File: config.mk
export PLATFORM = sky130hd
export DESIGN_NAME = qvr_csr
export DESIGN_NICKNAME = d
export VERILOG_FILES = /design/src/quaternion_vector_rotate_core_defines.svh /design/src/qvr_pkg.sv /design/src/qvr_csr.sv
export SDC_FILE = /design/constraint.sdc
export NUM_CORES = 1
export LEC_CHECK = 0
export BUFFER_PORTS_ARGS = -buffer_cell sky130_fd_sc_hd__buf_2
export CAP_MARGIN = 20
export CELL_PAD_IN_SITES_DETAIL_PLACEMENT = 1
export CELL_PAD_IN_SITES_GLOBAL_PLACEMENT = 2
export CORE_UTILIZATION = 33
export DETAILED_ROUTE_END_ITERATION = 10
export HOLD_SLACK_MARGIN = 0.08
export PLACE_DENSITY = 0.94
export SETUP_SLACK_MARGIN = 0.05
export SYNTH_ARGS = -nofsm -noshare
export SYNTH_HDL_FRONTEND = slang
export SYNTH_SLANG_ARGS = --single-unit
File: constraint.sdc
create_clock -name clock -period 1.6 [get_ports clock]
set_input_delay 0.32 -clock clock [delete_from_list [all_inputs] [get_ports clock]]
set_output_delay 0.32 -clock clock [all_outputs]
set_load 0.02 [all_outputs]
File: src/quaternion_vector_rotate_core_defines.svh
// ---------------------------------------------------------------------------
// quaternion vector rotate core assertion macros
// shared concurrent assertion forms for the rotate core
// ---------------------------------------------------------------------------
`ifndef QUATERNION_VECTOR_ROTATE_CORE_DEFINES_SVH
`define QUATERNION_VECTOR_ROTATE_CORE_DEFINES_SVH

// check that holds at every edge, reset included
`define QVR_ASSERT_ALWAYS(lbl, prop, msg) \
   lbl: assert property (@(posedge clock) prop) else $error(msg);

// check that is switched off while reset is high
`define QVR_ASSERT_RUN(lbl, prop, msg) \
   lbl: assert property (@(posedge clock) disable iff (reset) prop) else $error(msg);

`endif

File: src/qvr_pkg.sv
// ---------------------------------------------------------------------------
// qvr_pkg
// widths, payload types and register codes for the quaternion rotate core
// ---------------------------------------------------------------------------
package qvr_pkg;

   // coordinate and fixed point format
   localparam int COORD_BITS = 16;
   localparam int FRAC_BITS  = 14;
   localparam int QUAT_BITS  = FRAC_BITS + 2;

   // first product: d is one bit wider than a coordinate, three terms summed
   localparam int DIFF_BITS = COORD_BITS + 1;
   localparam int P1_BITS   = DIFF_BITS + QUAT_BITS;
   localparam int S1_BITS   = P1_BITS + 2;
   localparam int T_BITS    = S1_BITS - FRAC_BITS;

   // second product: four terms summed, then pivot added back
   localparam int P2_BITS  = T_BITS + QUAT_BITS;
   localparam int S2_BITS  = P2_BITS + 2;
   localparam int R_BITS   = S2_BITS - FRAC_BITS;
   localparam int SUM_BITS = R_BITS + 1;

   // rounding offsets, half an lsb of the result
   localparam logic signed [S1_BITS-1:0] ROUND1 = S1_BITS'(1) << (FRAC_BITS - 1);
   localparam logic signed [S2_BITS-1:0] ROUND2 = S2_BITS'(1) << (FRAC_BITS - 1);

   // configuration register index
   localparam int CSR_ADDR_BITS = 2;
   typedef enum logic [CSR_ADDR_BITS-1:0] {
      CSR_QUAT_X = 2'd0,
      CSR_QUAT_Y = 2'd1,
      CSR_QUAT_Z = 2'd2,
      CSR_QUAT_W = 2'd3
   } csr_index_type;

   typedef logic signed [COORD_BITS-1:0] coord_type;

   typedef struct packed {
      logic signed [QUAT_BITS-1:0] x;
      logic signed [QUAT_BITS-1:0] y;
      logic signed [QUAT_BITS-1:0] z;
      logic signed [QUAT_BITS-1:0] w;
   } quat_type;

   typedef struct packed {
      coord_type vec_x;
      coord_type vec_y;
      coord_type vec_z;
      coord_type pivot_x;
      coord_type pivot_y;
      coord_type pivot_z;
   } req_type;

   typedef struct packed {
      coord_type out_x;
      coord_type out_y;
      coord_type out_z;
      logic      saturated;
   } rsp_type;

   // first hamilton product result with the pivot carried along
   typedef struct packed {
      logic signed [T_BITS-1:0] tx;
      logic signed [T_BITS-1:0] ty;
      logic signed [T_BITS-1:0] tz;
      logic signed [T_BITS-1:0] tw;
      coord_type                px;
      coord_type                py;
      coord_type                pz;
   } tprod_type;

   // rotated point before clamping
   typedef struct packed {
      logic signed [SUM_BITS-1:0] sx;
      logic signed [SUM_BITS-1:0] sy;
      logic signed [SUM_BITS-1:0] sz;
   } point_type;

endpackage

File: src/qvr_csr.sv
// ---------------------------------------------------------------------------
// qvr_csr
// quaternion register file, loads identity on reset
// ---------------------------------------------------------------------------
module qvr_csr (
   input  logic                              clock,
   input  logic                              reset,
   input  logic                              csr_wr_en,
   input  logic [qvr_pkg::CSR_ADDR_BITS-1:0] csr_addr,
   input  logic [qvr_pkg::QUAT_BITS-1:0]     csr_wdata,
   output qvr_pkg::quat_type                 quat
);
   import qvr_pkg::*;

   quat_type quat_ff;
   quat_type quat_in;

   // register write decode
   always_comb begin
      quat_in = quat_ff;
      if (csr_wr_en) begin
         unique case (csr_index_type'(csr_addr))
            CSR_QUAT_X: quat_in.x = csr_wdata;
            CSR_QUAT_Y: quat_in.y = csr_wdata;
            CSR_QUAT_Z: quat_in.z = csr_wdata;
            CSR_QUAT_W: quat_in.w = csr_wdata;
            default:    quat_in = quat_ff;
         endcase
      end
   end

   // registers, identity quaternion after reset
   always_ff @(posedge clock) begin
      if (reset) begin
         quat_ff.x <= '0;
         quat_ff.y <= '0;
         quat_ff.z <= '0;
         quat_ff.w <= QUAT_BITS'(1) << FRAC_BITS;
      end else begin
         quat_ff <= quat_in;
      end
   end

   assign quat = quat_ff;

endmodule

==> run_results.csv <==
group,metric,value,unit
sta,clock_skew,0,ns
floorplanning,core,7370,um^2
clock_tree,clockBufferDepth,2,
floorplanning,die_h,90.0,um
clock_tree,cts_tree,"done",
floorplanning,ios,85,
floorplanning,die_x,90.0,um
critical_path,crit_slowest_cell,"dfxtp_1",
logic_synthesis,synth_area_leaders,"dfxtp_1 (50%), mux2i_1 (25%), nand2b_1 (19%)",
detailed_routing,wl_met3,270,um
detailed_routing,maxUsedRoutingLayer,"met4",
critical_path,rr_worst_depth,2,
critical_path,criticalPathCategory,"reg2out",
sta,fin_crit_sh,73.6,%
grt,grt_use_total,15.8,%
floorplanning,start_util,34.7,%
critical_path,critPathCaptureType,"output pin",
placement,place_hpwl,4.23,mm
critical_path,critPathMaxStageDelay,0.35,ns
detailed_routing,vias_per_cell,4.54,
detailed_routing,drc,0,
critical_path,cp.depth,1,
floorplanning,std_cell_rows,31,
sta,fmax,849,MHz
clock_tree,path_clk_slew,0.07,ns
detailed_routing,wl_met1,2.80,mm
placement,port_buffers,84,
detailed_routing,wl,6.21,mm
logic_synthesis,yosysTopAreaCell,"dfxtp_1",
grt,grt_max_degree,82,
detailed_routing,drt-initial-drc-count,86,
grt,antenna_found_initial,0,
clock_tree,cts_resized,0,
detailed_routing,firstDrtPassIters,4,
detailed_routing,vias,1904,
final_layout,largest_register_ffs,64,
logic_synthesis,synthFlopType,"dfxtp_1",
critical_path,cp_top_family,"flip-flops",
clock_tree,ctsHtreeMaxLevel,3,
power,irDropWorstVdd,0.452,mV
logic_synthesis,ys_ff_latch,64,
detailed_routing,drtAntennaViolNets,0,
logic_synthesis,synth_edf_count,0,
logic_synthesis,ys_async_sr_fraction,0,%
clock_tree,cts_hold_buffers,0,
final_layout,utilization,44.7,%
critical_path,crit_chain,"buf_2",
sta,report.final.hold_viol_count,0,
worst_hold_path,hp-class,"in2reg",
logic_synthesis,synth_cell_types,13,
final_layout,area_delta_synth_final,28.9,%
clock_tree,postCtsSetupBuffers,0,
critical_path,required,1.28,ns
clock_tree,root_buffer,"clkbuf_8",
grt,grt_pass1_wl,9.83,mm
clock_tree,cts_buffers,9,
status,outcome,"finished clean",
sta,grt_setup_unrepaired,"no",
sta,final.setup.tns,0,ns
grt,overflow,0,
logic_synthesis,synthCells,231,
power,power_density,1060,nW/um^2
logic_synthesis,netlist_area,2550,um^2
logic_synthesis,yosysSeqAreaShare,50.1,%
detailed_routing,wl_per_cell,14.8,um
logic_synthesis,synthDominantCellAreaShare,50.1,%
logic_synthesis,synth_nets,252,
sta,worst_pin_slew,0.496,ns
sta,final_max_slew_viol_count,0,
clock_tree,cts.sinks,64,
floorplanning,dieArea,8100,um^2
grt,grt_pass1_vias,1942,
critical_path,cp.arrival,0.86,ns
logic_synthesis,synth_common_cells,"nand2b_1 (79), dfxtp_1 (64), mux2i_1 (64)",
final_layout,n_antenna_cell,0,
critical_path,worst-path-max-fanout,2,
job,maxCapViolCount,0,
critical_path,cp_num_buf_inv,1,
clock_tree,insertion_delay,0.33,ns
placement,gp_congestion,0.664,
logic_synthesis,postSynthAreaPerCell,11.1,um^2
power,p_leak,1.69,nW
critical_path,cp-start-kind,"flip-flop",
final_layout,nNetsFinal,336,
worst_hold_path,min_path_cells,3,
logic_synthesis,ys.warnings.count,0,
detailed_routing,route.met2.wl,3.03,mm
sta,setup_viol,0,
sta,layout_min_cycle_time,1.18,ns
logic_synthesis,yosysMostFrequentCell,"nand2b_1",
sta,relSlewSlack,66.9,%
final_layout,drive_gt1_share,33.4,%
-- cell families after synthesis --
group                  after synthesis  share of synthesized area, %
flip-flops                          64                          50.1
AND/OR/NAND/NOR                     87                          21.6
buffers and inverters               16                          3.13
multiplexers                        64                          25.1
-- per-stage QoR --
stage	power [mW]	instances	worst slack, ns	hold slack [ns]	cell area (um^2)
2_1_floorplan	1.95	231	0.503	0.481	2550
3_3_place_gp	2.07	403	0.215	0.456	3090
3_5_place_dp	2.08	403	0.165	0.466	3090
4_1_cts	3.53	419	0.391	0.263	3290
5_1_grt	3.62	419	0.358	0.330	3290
6_report	3.48	419	0.422	0.279	3290
-- worst paths after layout --
kind,slack [ns],endpoint,startpoint
setup / recovery,0.42,quat[30],quat[30]
hold / removal,0.28,quat[14],csr_wdata[14]
setup reg to reg,0.98,quat[33],quat[33]
hold reg to reg,0.47,quat[46],quat[46]
-- cell usage in the layout (no fill, tap or decap), drive strengths merged --
cell type / count
nor2: 2
or3b: 1
nor3b: 1
mux2i: 64
dfxtp: 64
buf: 89
and3b: 1
bufinv: 1
clkbuf: 12
nand3b: 2
nand3: 1
nand2b: 79
clkinvlp: 3
-- routing by layer --
layer	vias up	track usage [%]
li1	921	-
met1	925	19.0
met2	50	26.1
met3	8	3.72
met4	0	8.47
met5	-	0
-- report_power, final --
part | internal, mW | switching (mW) | leakage, nW | total, mW
Clock | 0.805 | 0.633 | 0.0948 | 1.44
Sequential | 1.65 | 0.0281 | 0.520 | 1.68
Combinational | 0.153 | 0.209 | 1.08 | 0.362
-- cell type report --
class,instances,area [um^2]
multi-input combinational,151,1200
clock inverter,4,52.6
fill,864,4080
timing repair buffer,89,483
clock buffer,12,155
sequential,64,1280
tap,99,124
No activity file was read; power rests on OpenSTA's default activity.
