==> config.mk <==
export PLATFORM = sky130hd
export DESIGN_NAME = qvr_sat
export DESIGN_NICKNAME = d
export VERILOG_FILES = /design/src/quaternion_vector_rotate_core_defines.svh /design/src/qvr_pkg.sv /design/src/qvr_sat.sv
export SDC_FILE = /design/constraint.sdc
export NUM_CORES = 1
export LEC_CHECK = 0
export ABC_CLOCK_PERIOD_IN_PS = 2900
export BUFFER_PORTS_ARGS = -buffer_cell sky130_fd_sc_hd__buf_4
export CAP_MARGIN = 10
export CORE_ASPECT_RATIO = 1.5
export CORE_MARGIN = 5
export CORE_UTILIZATION = 46
export DETAILED_ROUTE_END_ITERATION = 12
export GPL_ROUTABILITY_DRIVEN = 0
export PLACE_DENSITY = 0.89
export RECOVER_POWER = 50
export SYNTH_ARGS = -nofsm -noshare
export SYNTH_HDL_FRONTEND = slang
export SYNTH_SLANG_ARGS = --single-unit
==> constraint.sdc <==
create_clock -name clock -period 2.9 [get_ports clock]
set_input_delay 0 -clock clock [delete_from_list [all_inputs] [get_ports clock]]
set_output_delay 0 -clock clock [all_outputs]
set_load 0.005 [all_outputs]
==> src/quaternion_vector_rotate_core_defines.svh <==
// ---------------------------------------------------------------------------
// quaternion vector rotate core assertion macros
// shared concurrent assertion forms for the rotate core
// ---------------------------------------------------------------------------
`ifndef QUATERNION_VECTOR_ROTATE_CORE_DEFINES_SVH
`define QUATERNION_VECTOR_ROTATE_CORE_DEFINES_SVH

// check that holds at every edge, reset included
`define QVR_ASSERT_ALWAYS(lbl, prop, msg) \
   lbl: assert property (@(posedge clock) prop) else $error(msg);

// check that is switched off while reset is high
`define QVR_ASSERT_RUN(lbl, prop, msg) \
   lbl: assert property (@(posedge clock) disable iff (reset) prop) else $error(msg);

`endif

==> src/qvr_pkg.sv <==
// ---------------------------------------------------------------------------
// qvr_pkg
// widths, payload types and register codes for the quaternion rotate core
// ---------------------------------------------------------------------------
package qvr_pkg;

   // coordinate and fixed point format
   localparam int COORD_BITS = 16;
   localparam int FRAC_BITS  = 14;
   localparam int QUAT_BITS  = FRAC_BITS + 2;

   // first product: d is one bit wider than a coordinate, three terms summed
   localparam int DIFF_BITS = COORD_BITS + 1;
   localparam int P1_BITS   = DIFF_BITS + QUAT_BITS;
   localparam int S1_BITS   = P1_BITS + 2;
   localparam int T_BITS    = S1_BITS - FRAC_BITS;

   // second product: four terms summed, then pivot added back
   localparam int P2_BITS  = T_BITS + QUAT_BITS;
   localparam int S2_BITS  = P2_BITS + 2;
   localparam int R_BITS   = S2_BITS - FRAC_BITS;
   localparam int SUM_BITS = R_BITS + 1;

   // rounding offsets, half an lsb of the result
   localparam logic signed [S1_BITS-1:0] ROUND1 = S1_BITS'(1) << (FRAC_BITS - 1);
   localparam logic signed [S2_BITS-1:0] ROUND2 = S2_BITS'(1) << (FRAC_BITS - 1);

   // configuration register index
   localparam int CSR_ADDR_BITS = 2;
   typedef enum logic [CSR_ADDR_BITS-1:0] {
      CSR_QUAT_X = 2'd0,
      CSR_QUAT_Y = 2'd1,
      CSR_QUAT_Z = 2'd2,
      CSR_QUAT_W = 2'd3
   } csr_index_type;

   typedef logic signed [COORD_BITS-1:0] coord_type;

   typedef struct packed {
      logic signed [QUAT_BITS-1:0] x;
      logic signed [QUAT_BITS-1:0] y;
      logic signed [QUAT_BITS-1:0] z;
      logic signed [QUAT_BITS-1:0] w;
   } quat_type;

   typedef struct packed {
      coord_type vec_x;
      coord_type vec_y;
      coord_type vec_z;
      coord_type pivot_x;
      coord_type pivot_y;
      coord_type pivot_z;
   } req_type;

   typedef struct packed {
      coord_type out_x;
      coord_type out_y;
      coord_type out_z;
      logic      saturated;
   } rsp_type;

   // first hamilton product result with the pivot carried along
   typedef struct packed {
      logic signed [T_BITS-1:0] tx;
      logic signed [T_BITS-1:0] ty;
      logic signed [T_BITS-1:0] tz;
      logic signed [T_BITS-1:0] tw;
      coord_type                px;
      coord_type                py;
      coord_type                pz;
   } tprod_type;

   // rotated point before clamping
   typedef struct packed {
      logic signed [SUM_BITS-1:0] sx;
      logic signed [SUM_BITS-1:0] sy;
      logic signed [SUM_BITS-1:0] sz;
   } point_type;

endpackage

==> src/qvr_sat.sv <==
// ---------------------------------------------------------------------------
// qvr_sat
// clamp to the coordinate range and hold the response register
// ---------------------------------------------------------------------------
module qvr_sat (
   input  logic                clock,
   input  logic                reset,
   input  logic                in_valid,
   output logic                in_ready,
   input  qvr_pkg::point_type  in_data,
   output logic                rsp_valid,
   input  logic                rsp_stall,
   output qvr_pkg::rsp_type    rsp_data
);
   import qvr_pkg::*;

   localparam int HI_BITS = SUM_BITS - COORD_BITS + 1;

   // clamp one coordinate, flag when the value does not fit
   function automatic logic [COORD_BITS:0] clamp(input logic signed [SUM_BITS-1:0] v);
      logic [HI_BITS-1:0] top;
      logic               fits;
      top  = v[SUM_BITS-1:COORD_BITS-1];
      fits = (&top) || !(|top);
      if (fits) begin
         return {1'b0, v[COORD_BITS-1:0]};
      end else if (v[SUM_BITS-1]) begin
         return {1'b1, 1'b1, {(COORD_BITS-1){1'b0}}};
      end else begin
         return {1'b1, 1'b0, {(COORD_BITS-1){1'b1}}};
      end
   endfunction

   logic                rsp_valid_ff;
   rsp_type             rsp_data_ff;
   rsp_type             rsp_data_in;
   logic [COORD_BITS:0] cx, cy, cz;

   assign in_ready = !rsp_valid_ff || !rsp_stall;

   // clamp all three coordinates
   always_comb begin
      cx = clamp(in_data.sx);
      cy = clamp(in_data.sy);
      cz = clamp(in_data.sz);
      rsp_data_in.out_x     = cx[COORD_BITS-1:0];
      rsp_data_in.out_y     = cy[COORD_BITS-1:0];
      rsp_data_in.out_z     = cz[COORD_BITS-1:0];
      rsp_data_in.saturated = cx[COORD_BITS] | cy[COORD_BITS] | cz[COORD_BITS];
   end

   // response valid
   always_ff @(posedge clock) begin
      if (reset) begin
         rsp_valid_ff <= 1'b0;
      end else if (in_ready) begin
         rsp_valid_ff <= in_valid;
      end
   end

   // response payload
   always_ff @(posedge clock) begin
      if (in_ready && in_valid) begin
         rsp_data_ff <= rsp_data_in;
      end
   end

   assign rsp_valid = rsp_valid_ff;
   assign rsp_data  = rsp_data_ff;

endmodule

==> metrics.md, run 1 <==
| Metric | Value |
|---|---|
| Count of input and output buffers | 132 |
| Synth Net Count | approximately 220 |
| Met2 wire length | 4.04 mm |
| Final min period | 1.77 ns |
| Clk buf depth | 2 |
| NetSw | 0.341 mW |
| IR Drop Worst-Case VDD | 0.317 mV |
| Num CTS Buffers | 5 |
| Placed inst area | around 0.0032 mm^2 |
| Post-CTS Setup Inserts | 0 |
| Arr. time, crit path | roughly 1.8 ns |
| First-pass DRT Iterations | 4 |
| Post-DRT Antenna Nets | 0 |
| DIE AREA | between 0.006 and 0.007 mm^2 |
| Max cap viols | 0 |
| Switching share of power | 21.2% |
| Gr ovfl total | 0 |
| Compound-Gate Fraction of Synth Area | 19.0% |
| DR top layer | met4 |
| Total power | ~1.6 mW |
| Max Freq | roughly 560 MHz |
| Xor/xnor cell area share of the yosys netlist | 0% |
| Place WS | about 1.3 ns |
| Comb pwr share | 17.6% |
| CP max stage delay | 0.60 ns |
| PwrDens | 432 mW/mm^2 |
| Synth Area in Simple Gates | 8.98% |
| Mux share of post-synthesis cell area | 0% |
| Drt drc | 0 |
| Finished Cell Area | 0.00373 mm^2 |
| Initial Util | between 40% and 50% |
| Register share of total power | 53.0% |
| Max Clock Skew | 0.00940 ns |
| Critical Path Most Common Cell | nand3_1 |
| Core area | about 0.0046 mm^2 |
| CTS tree | yes |
| Vias | 1979 |
| Tot GR Track Use | 23.8% |
| Worst Path Max Fanout | 16 |
| Reg clk slew, reported paths | about 0.09 ns |
| Worst path buffer plus inverter count | 2 |
| Status | finished, final reports clean |
| Non-Filler Instances | 383 |
| Worst Setup Slack, final | 1.13 ns |
| M1 wire length | approximately 2.5 mm |
| CP Cell Sequence | dlygate4sd3_1 -> clkbuf_1 -> nand3_1 -> o31ai_4 -> nand3_1 |
| Post-Synthesis Cells | around 140 |
| Met3 wire length | between 500 and 600 um |
| Critical path class | primary input to flop |
| Top cell family by delay on the critical path | buffers and inverters |
| Least-Margin Pin Slew | between 1 and 1.5 ns |
| Synth warnings | 0 |
| Number of cell rows | 30 |
| DRT iter0 DRCs | 150 |
| Worst min path class | primary input to output port |
| Post-Route WL | between 7 and 8 mm |
| Crit path launch type | primary input |
| Resized Gates After CTS | 0 |
| TNS Setup | 0 ns |
| Lkg Pwr | ~1.7 nW |
| Critical path required time | 2.92 ns |
| Final nets | 400 |
| Max-slew violation count | 0 |
| Chip Width | 66.3 um |
| Main combinational cell family by area after synthesis | compound AO/OA/AOI/OAI gates |
| Area grow syn2layout | 70.6% |
| RSZ-0062 raised after global routing | no |
| Number of global-route vias before repair | around 2100 |
| Routed length per instance | 19.0 um |
| CP max-delay cell | o31ai_4 |
| Fill cells | between 200 and 300 |
| Worst slew margin | 30.8% |
| Setup violators final | 0 |
| Share of layout cells above drive strength 1 | between 40% and 50% |
| Synth unique cells | 22 |
| Final period utilization | 61.2% |
| Vias per cell | ~5.2 |
| Clock share of power | roughly 29% |
| R2R Setup Slk | between 1 and 1.5 ns |
| Ant diodes | 0 |
| # IOs | 133 |
| Root Buffer | clkbuf_8 |
| # placed instances | 325 |
| Yosys reg bits | 50 |
| Initial antenna violation count | 0 |
| CP Capture Type | flop |
| Int Power | 1.27 mW |
| Chip height | around 94 um |
| H-tree depth | 2 |
| Largest net degree at the start of global routing | 27 |
| Post-Syn Area | 0.00219 mm^2 |
| Clock insertion delay at the later pin of the skew report | 0.29 ns |
| Hold bufs inserted after CTS | 49 |
| Post-synthesis sequential area ratio | 68.2% |
| Fin. Hold Viols | 0 |
| Post-Syn Area per Cell | 16.1 um^2 |
| Post-Synth Adder-Cell Area | 0% |
| Global-route wire length before repair | ~11 mm |
| CTS sink count | 50 |
| Hpwl dp | 4.44 mm |
[worst register-to-register path: stages, from the launching register on]
cell	delay [ns]
dfxtp_1	0.33
nand2_1	0.07
and2_2	0.53
buf_4	0.35
[through the flow]
step           hold WS (ns)  utilization, %
3_3_place_gp          0.156            69.7
2_1_floorplan        0.0529               -
6_report              0.266            81.5
3_5_place_dp          0.160            69.7
5_1_grt               0.282            81.5
4_1_cts             0.00421            82.8
[cell type report]
class	count	area (um^2)	area share, %
clock buffer	6	72.6	1.94
tap	64	80.1	2.14
timing repair buffer	184	1440	38.5
sequential	50	1490	39.9
clock inverter	2	37.5	1.01
multi-input combinational	77	613	16.4
[state kept, by name (all words and copies together) (netlist names)]
signal / cells
rsp_data: 49
rsp_valid: 1
[path summary, 6_finish.rpt]
check	from	endpoint	cells after the start
setup / recovery	in_data[51]	rsp_data[0]$_DFFE_PP_	5
hold / removal	rsp_stall	in_ready	3
setup reg to reg	rsp_valid$_SDFFE_PP0N_	rsp_data[30]$_DFFE_PP_	3
hold reg to reg	rsp_valid$_SDFFE_PP0N_	rsp_data[0]$_DFFE_PP_	2
[cells in the mapped netlist]
cell	count	share of area, %
nor4_1	3	0.86
dlygate4sd3_1	1	0.46
a21o_1	40	14
nand2_1	1	0.17
nor3_1	3	0.69
nor2_1	1	0.17
a311oi_2	1	0.69
o31ai_4	2	1.9
nor2b_4	2	1.3
nand4_1	5	1.4
nand4_2	1	0.57
nor4_2	3	1.7
clkbuf_1	2	0.34
nor3_2	1	0.46
buf_6	6	3.1
a21oi_1	1	0.23
a31o_2	1	0.40
edfxtp_1	49	67
dfxtp_1	1	0.91
a21o_2	5	2.0
and2_1	1	0.29
nand3_1	6	1.4
[power groups by stage]
stage / logic (mW) / registers (mW) / clock network, mW
2_1_floorplan: 0.0599 / 0.877 / 0
3_3_place_gp: 0.227 / 0.870 / 0
3_5_place_dp: 0.233 / 0.872 / 0
4_1_cts: 0.288 / 0.855 / 0.478
5_1_grt: 0.304 / 0.859 / 0.513
6_report: 0.284 / 0.856 / 0.474
[cells in the final DEF, fill, tap and decap left out, drive strengths merged, types with 2 or more instances in the layout]
master	Yosys	final
nor4	6	6
nand4	6	6
a21o	45	45
edfxtp	49	49
o31ai	2	2
nor2b	2	2
nor3	4	4
nand3	6	6
buf	6	80
clkbuf	2	60
dlygate4sd3	1	50
[cells by family after synthesis]
group / Yosys count
buffers and inverters: 9
flip-flops: 50
AND/OR/NAND/NOR: 27
AO/OA/AOI/OAI: 50
[metal layers]
metal | vias to the layer above | GRT usage (%)
li1 | 902 | -
met1 | 950 | 24.8
met2 | 107 | 45.1
met3 | 20 | 5.24
met4 | 0 | 9.15
met5 | - | 0
Note: power is estimated with default switching activity, not from simulation.
==> inputs of run 2 (changes only) <==
--- a/config.mk
+++ b/config.mk
@@ -5,15 +5,16 @@
 export SDC_FILE = /design/constraint.sdc
 export NUM_CORES = 1
 export LEC_CHECK = 0
-export ABC_CLOCK_PERIOD_IN_PS = 2900
+export ABC_AREA = 1
+export ABC_CLOCK_PERIOD_IN_PS = 1600
 export BUFFER_PORTS_ARGS = -buffer_cell sky130_fd_sc_hd__buf_4
 export CAP_MARGIN = 10
 export CORE_ASPECT_RATIO = 1.5
 export CORE_MARGIN = 5
-export CORE_UTILIZATION = 46
+export CORE_UTILIZATION = 39
 export DETAILED_ROUTE_END_ITERATION = 12
 export GPL_ROUTABILITY_DRIVEN = 0
-export PLACE_DENSITY = 0.89
+export PLACE_DENSITY = 0.8
 export RECOVER_POWER = 50
 export SYNTH_ARGS = -nofsm -noshare
 export SYNTH_HDL_FRONTEND = slang
==> constraint.sdc (replaced) <==
create_clock -name clock -period 1.6 [get_ports clock]
set_input_delay 0 -clock clock [delete_from_list [all_inputs] [get_ports clock]]
set_output_delay 0 -clock clock [all_outputs]
set_load 0.005 [all_outputs]
==> run 2 against run 1 <==
  * The flow now finishes with violations (hold timing)
  * Synthesized area increased by 4.4%
  * Combinational power increased by 70%
  * Critical path type unchanged
  * Highest routed layer unchanged
  * Register-to-register slack got worse by 0.99 ns
  * Clock-buffer cell count decreased by 1
  * Cell area increased by 2.5%
  * Hold slack got worse by 0.27 ns
  * Critical endpoint unchanged
  * Via count increased by 5.7%
==> metrics.md, run 2 <==
| Metric | Value |
|---|---|
| Gr ovfl total | 0 (unchanged) |
| Failing checks | hold timing |
| CP Capture Type | flop |
| Post-Synth Adder-Cell Area | 0% (unchanged) |
| Largest net degree at the start of global routing | 50 (+85%) |
| Critical Path Start | in_data[51] |
| Post-Syn Area | 0.00228 mm^2 (+4.4%) |
| Critical path class | primary input to flop |
| DRT iter0 DRCs | 135 (-10%) |
| Total power | 2.90 mW (+80%) |
| Top cell family by delay on the critical path | buffers and inverters |
| # IOs | 133 (unchanged) |
| Fill cells | 459 (+78%) |
| Status | complete, but fails checks |
| Vias | 2091 (+5.7%) |
| Synth top area cells | edfxtp_1 (64%), nand2_1 (19%), nor2_1 (4.3%), buf_12 (1.8%), nand3_2 (1.8%) |
| Number of cell rows | 34 (+13%) |
| Most common cell after layout, fill and taps aside | nand2_1 |
| Hpwl dp | 4.42 mm (-0.30%) |
| Clk buf depth | 2 (unchanged) |
| Synth unique cells | 20 (-9.1%) |
| Number of synthesized flops with an enable pin | 49 (unchanged) |
| Worst Path Max Fanout | 16 (unchanged) |
| Post-Synthesis Cells | 219 (+61%) |
| Finished Cell Area | 0.00383 mm^2 (+2.5%) |
| Setup violators final | 0 (unchanged) |
| Post-CTS Setup Inserts | 0 (unchanged) |
| Footprint of the multi-input gates | 676 um^2 (+10%) |
| Placed inst area | 0.00330 mm^2 (+3.3%) |
| Final period utilization | a little over 80% |
| Core area | 0.00574 mm^2 (+25%) |
| Synth Net Count | 301 (+38%) |
| Num CTS Buffers | 5 (unchanged) |
| Chip height | 104 um (+9.8%) |
| Critical path required time | 1.64 ns (-1.28 ns) |
| Reg clk slew, reported paths | 0.09 ns (about the same) |
| Root Buffer | clkbuf_8 |
| Yosys reg bits | 50 (unchanged) |
| Post-DRT Antenna Nets | 0 (unchanged) |
| Number of flip-flops in the largest register | 49 (unchanged) |
| DIE AREA | 0.00752 mm^2 (+20%) |
| CP max-delay cell | dlygate4sd3_1 |
| Global-route wire length before repair | 9.99 mm (-9.3%) |
| Area grow syn2layout | 67.5% |
| Least-Margin Pin Slew | 0.308 ns (-0.730 ns) |
| Clock insertion delay at the later pin of the skew report | 0.29 ns (about the same) |
| Most frequent cells in the layout | nand2_1 (113), buf_4 (78), dlygate4sd3_1 (49), edfxtp_1 (49), clkbuf_4 (38) |
| Synth Area in Simple Gates | 29.1% (+20 points) |
| Worst r2r src | rsp_valid$_SDFFE_PP0N_ |
| IR Drop Worst-Case VDD | 0.463 mV (+46%) |
| Post-synthesis sequential area ratio | 65.3% (-2.9 points) |
| Fin. Hold Viols | 1 (+1) |
| Mux share of post-synthesis cell area | 0% (unchanged) |
| Routed length per instance | 13.2 um (-31%) |
| Drt drc | 0 (unchanged) |
| Post-Route WL | 6.23 mm (-14%) |
| Post-synth ARST share | 0% (unchanged) |
| Final nets | 481 (+20%) |
| Critical hold path startpoint | in_valid |
| Hold_ws | -0.00239 ns (-0.269 ns) |
| CTS sink count | 50 (unchanged) |
| Tot GR Track Use | 16.9% (-6.9 points) |
| PwrDens | 759 mW/mm^2 (+75%) |
| Vias per cell | 4.43 (-14%) |
| Top-area cell type share of the netlist area | 64.4% (-2.8 points) |
| Synth area leader | edfxtp_1 |
| Max Freq | around 750 MHz |
| Compound-Gate Fraction of Synth Area | 0.438% (-19 points) |
| CP max stage delay | 0.53 ns (-0.07 ns) |
| CP Cell Sequence | dlygate4sd3_1 -> clkbuf_1 -> nand2_1 -> nor2_1 -> nand3_2 -> nand2_4 -> nand3_1 |
| Ys flop type | edfxtp_1 |
| Worst path buffer plus inverter count | 2 (unchanged) |
| Chip Width | 72.5 um (+9.3%) |
| Main combinational cell family by area after synthesis | simple AND/OR/NAND/NOR gates |
| Reg area | 0.00149 mm^2 (unchanged) |
| Worst min path class | primary input to flop |
| Final Util | 66.6% (-15 points) |
| Max-slew violation count | 0 (unchanged) |
| CTS tree | yes |
| Post-synth top cells | nand2_1 (113), edfxtp_1 (49), nor2_1 (26), nand3_2 (4) |
| Worst slew margin | 79.5% (+49 points) |
| Final min period | between 1 and 1.5 ns |
| RSZ-0062 raised after global routing | no |
| Initial Util | 39.8% (-8.0 points) |
| H-tree depth | 2 (unchanged) |
| TNS Setup | 0 ns (unchanged) |
| Count of input and output buffers | 132 (unchanged) |
| Max cap viols | 0 (unchanged) |
| Crit path launch type | primary input |
| First-pass DRT Iterations | 4 (unchanged) |
| Xor/xnor cell area share of the yosys netlist | 0% (unchanged) |
| Most frequent cell after synthesis | nand2_1 |
| Initial antenna violation count | 0 (unchanged) |
| Share of layout cells above drive strength 1 | 34.3% (-9.6 points) |
| Lkg Pwr | 1.69 nW (-0.66%) |
| Post-Syn Area per Cell | 10.4 um^2 (-35%) |
| Arr. time, crit path | 1.37 ns (-0.42 ns) |
| Ant diodes | 0 (unchanged) |
| Synth warnings | 0 (unchanged) |
| Max Clock Skew | 0.00310 ns (-0.00630 ns) |
| Number of global-route vias before repair | 2233 (+5.2%) |
## run 2: cell count changes after synthesis, sizes merged, moves of 3 or more
cell / change
nor4: -6
a21o: -45
inv: +4
nor2: +25
nor3: -3
nand4: -6
nand2: +117
## run 2: routing by layer
metal	part of all wire, %	up-vias	global-route usage [%]	wire (um)
met3	8.4	10	4.36	521
met2	56	83	32.8	3460
met5	0	-	0	0
li1	-	1064	-	-
met1	34	934	16.5	2120
met4	2.0	0	5.80	125
## run 2: what timing repair did
item	4_1_cts	5_1_grt
endpoints found under the setup margin	0	0
gates resized for setup	0	0
hold endpoints to repair	49	0
hold buffers	49	0
## run 2: per-stage QoR
| stage | setup WS, ns | hold slack [ns] | std cells |
|---|---|---|---|
| 2_1_floorplan | 0.00643 | 0.0573 | 219 |
| 3_3_place_gp | 0.517 | 0.150 | 415 |
| 3_5_place_dp | 0.472 | 0.162 | 415 |
| 4_1_cts | 0.317 | 0.00285 | 472 |
| 5_1_grt | 0.181 | -0.0133 | 472 |
| 6_report | 0.273 | -0.00239 | 472 |
## run 2: worst paths after layout
check / to / slack (ns) / cells after the start
hold reg to reg: rsp_valid$_SDFFE_PP0N_ / 0.52 / 2
setup reg to reg: rsp_data[30]$_DFFE_PP_ / 0.34 / 2
setup / recovery: rsp_data[0]$_DFFE_PP_ / 0.27 / 7
hold / removal: rsp_valid$_SDFFE_PP0N_ / -0.002 / 3
## run 2: where the power goes
group          switching, mW  total [mW]  internal [mW]  leakage [nW]
clock network          0.404       0.873          0.469        0.0585
logic                  0.185       0.484          0.299          1.15
registers             0.0201        1.55           1.53         0.480
total                  0.609        2.90           2.29          1.69
## run 2: final cells by class
cell class / instances / share of cell area, %
Timing Repair Buffer: 182 / 37.7
Clock buffer: 5 / 1.80
Tap cell: 72 / 2.35
Clock inverter: 3 / 1.14
Multi-Input combinational cell: 156 / 17.7
Inverter: 4 / 0.392
Sequential cell: 50 / 39.0
## run 2: tightest hold or removal path, cell delays in order
cell and delay (ns):
buf_4 0.11, inv_1 0.07, a21oi_1 0.07
## run 2: cell families (layout without fill, tap and decap cells)
logic type	count (synthesis)	after routing
buf+inv	13	194
flops	50	50
simple gates	154	154
compound gates	2	2
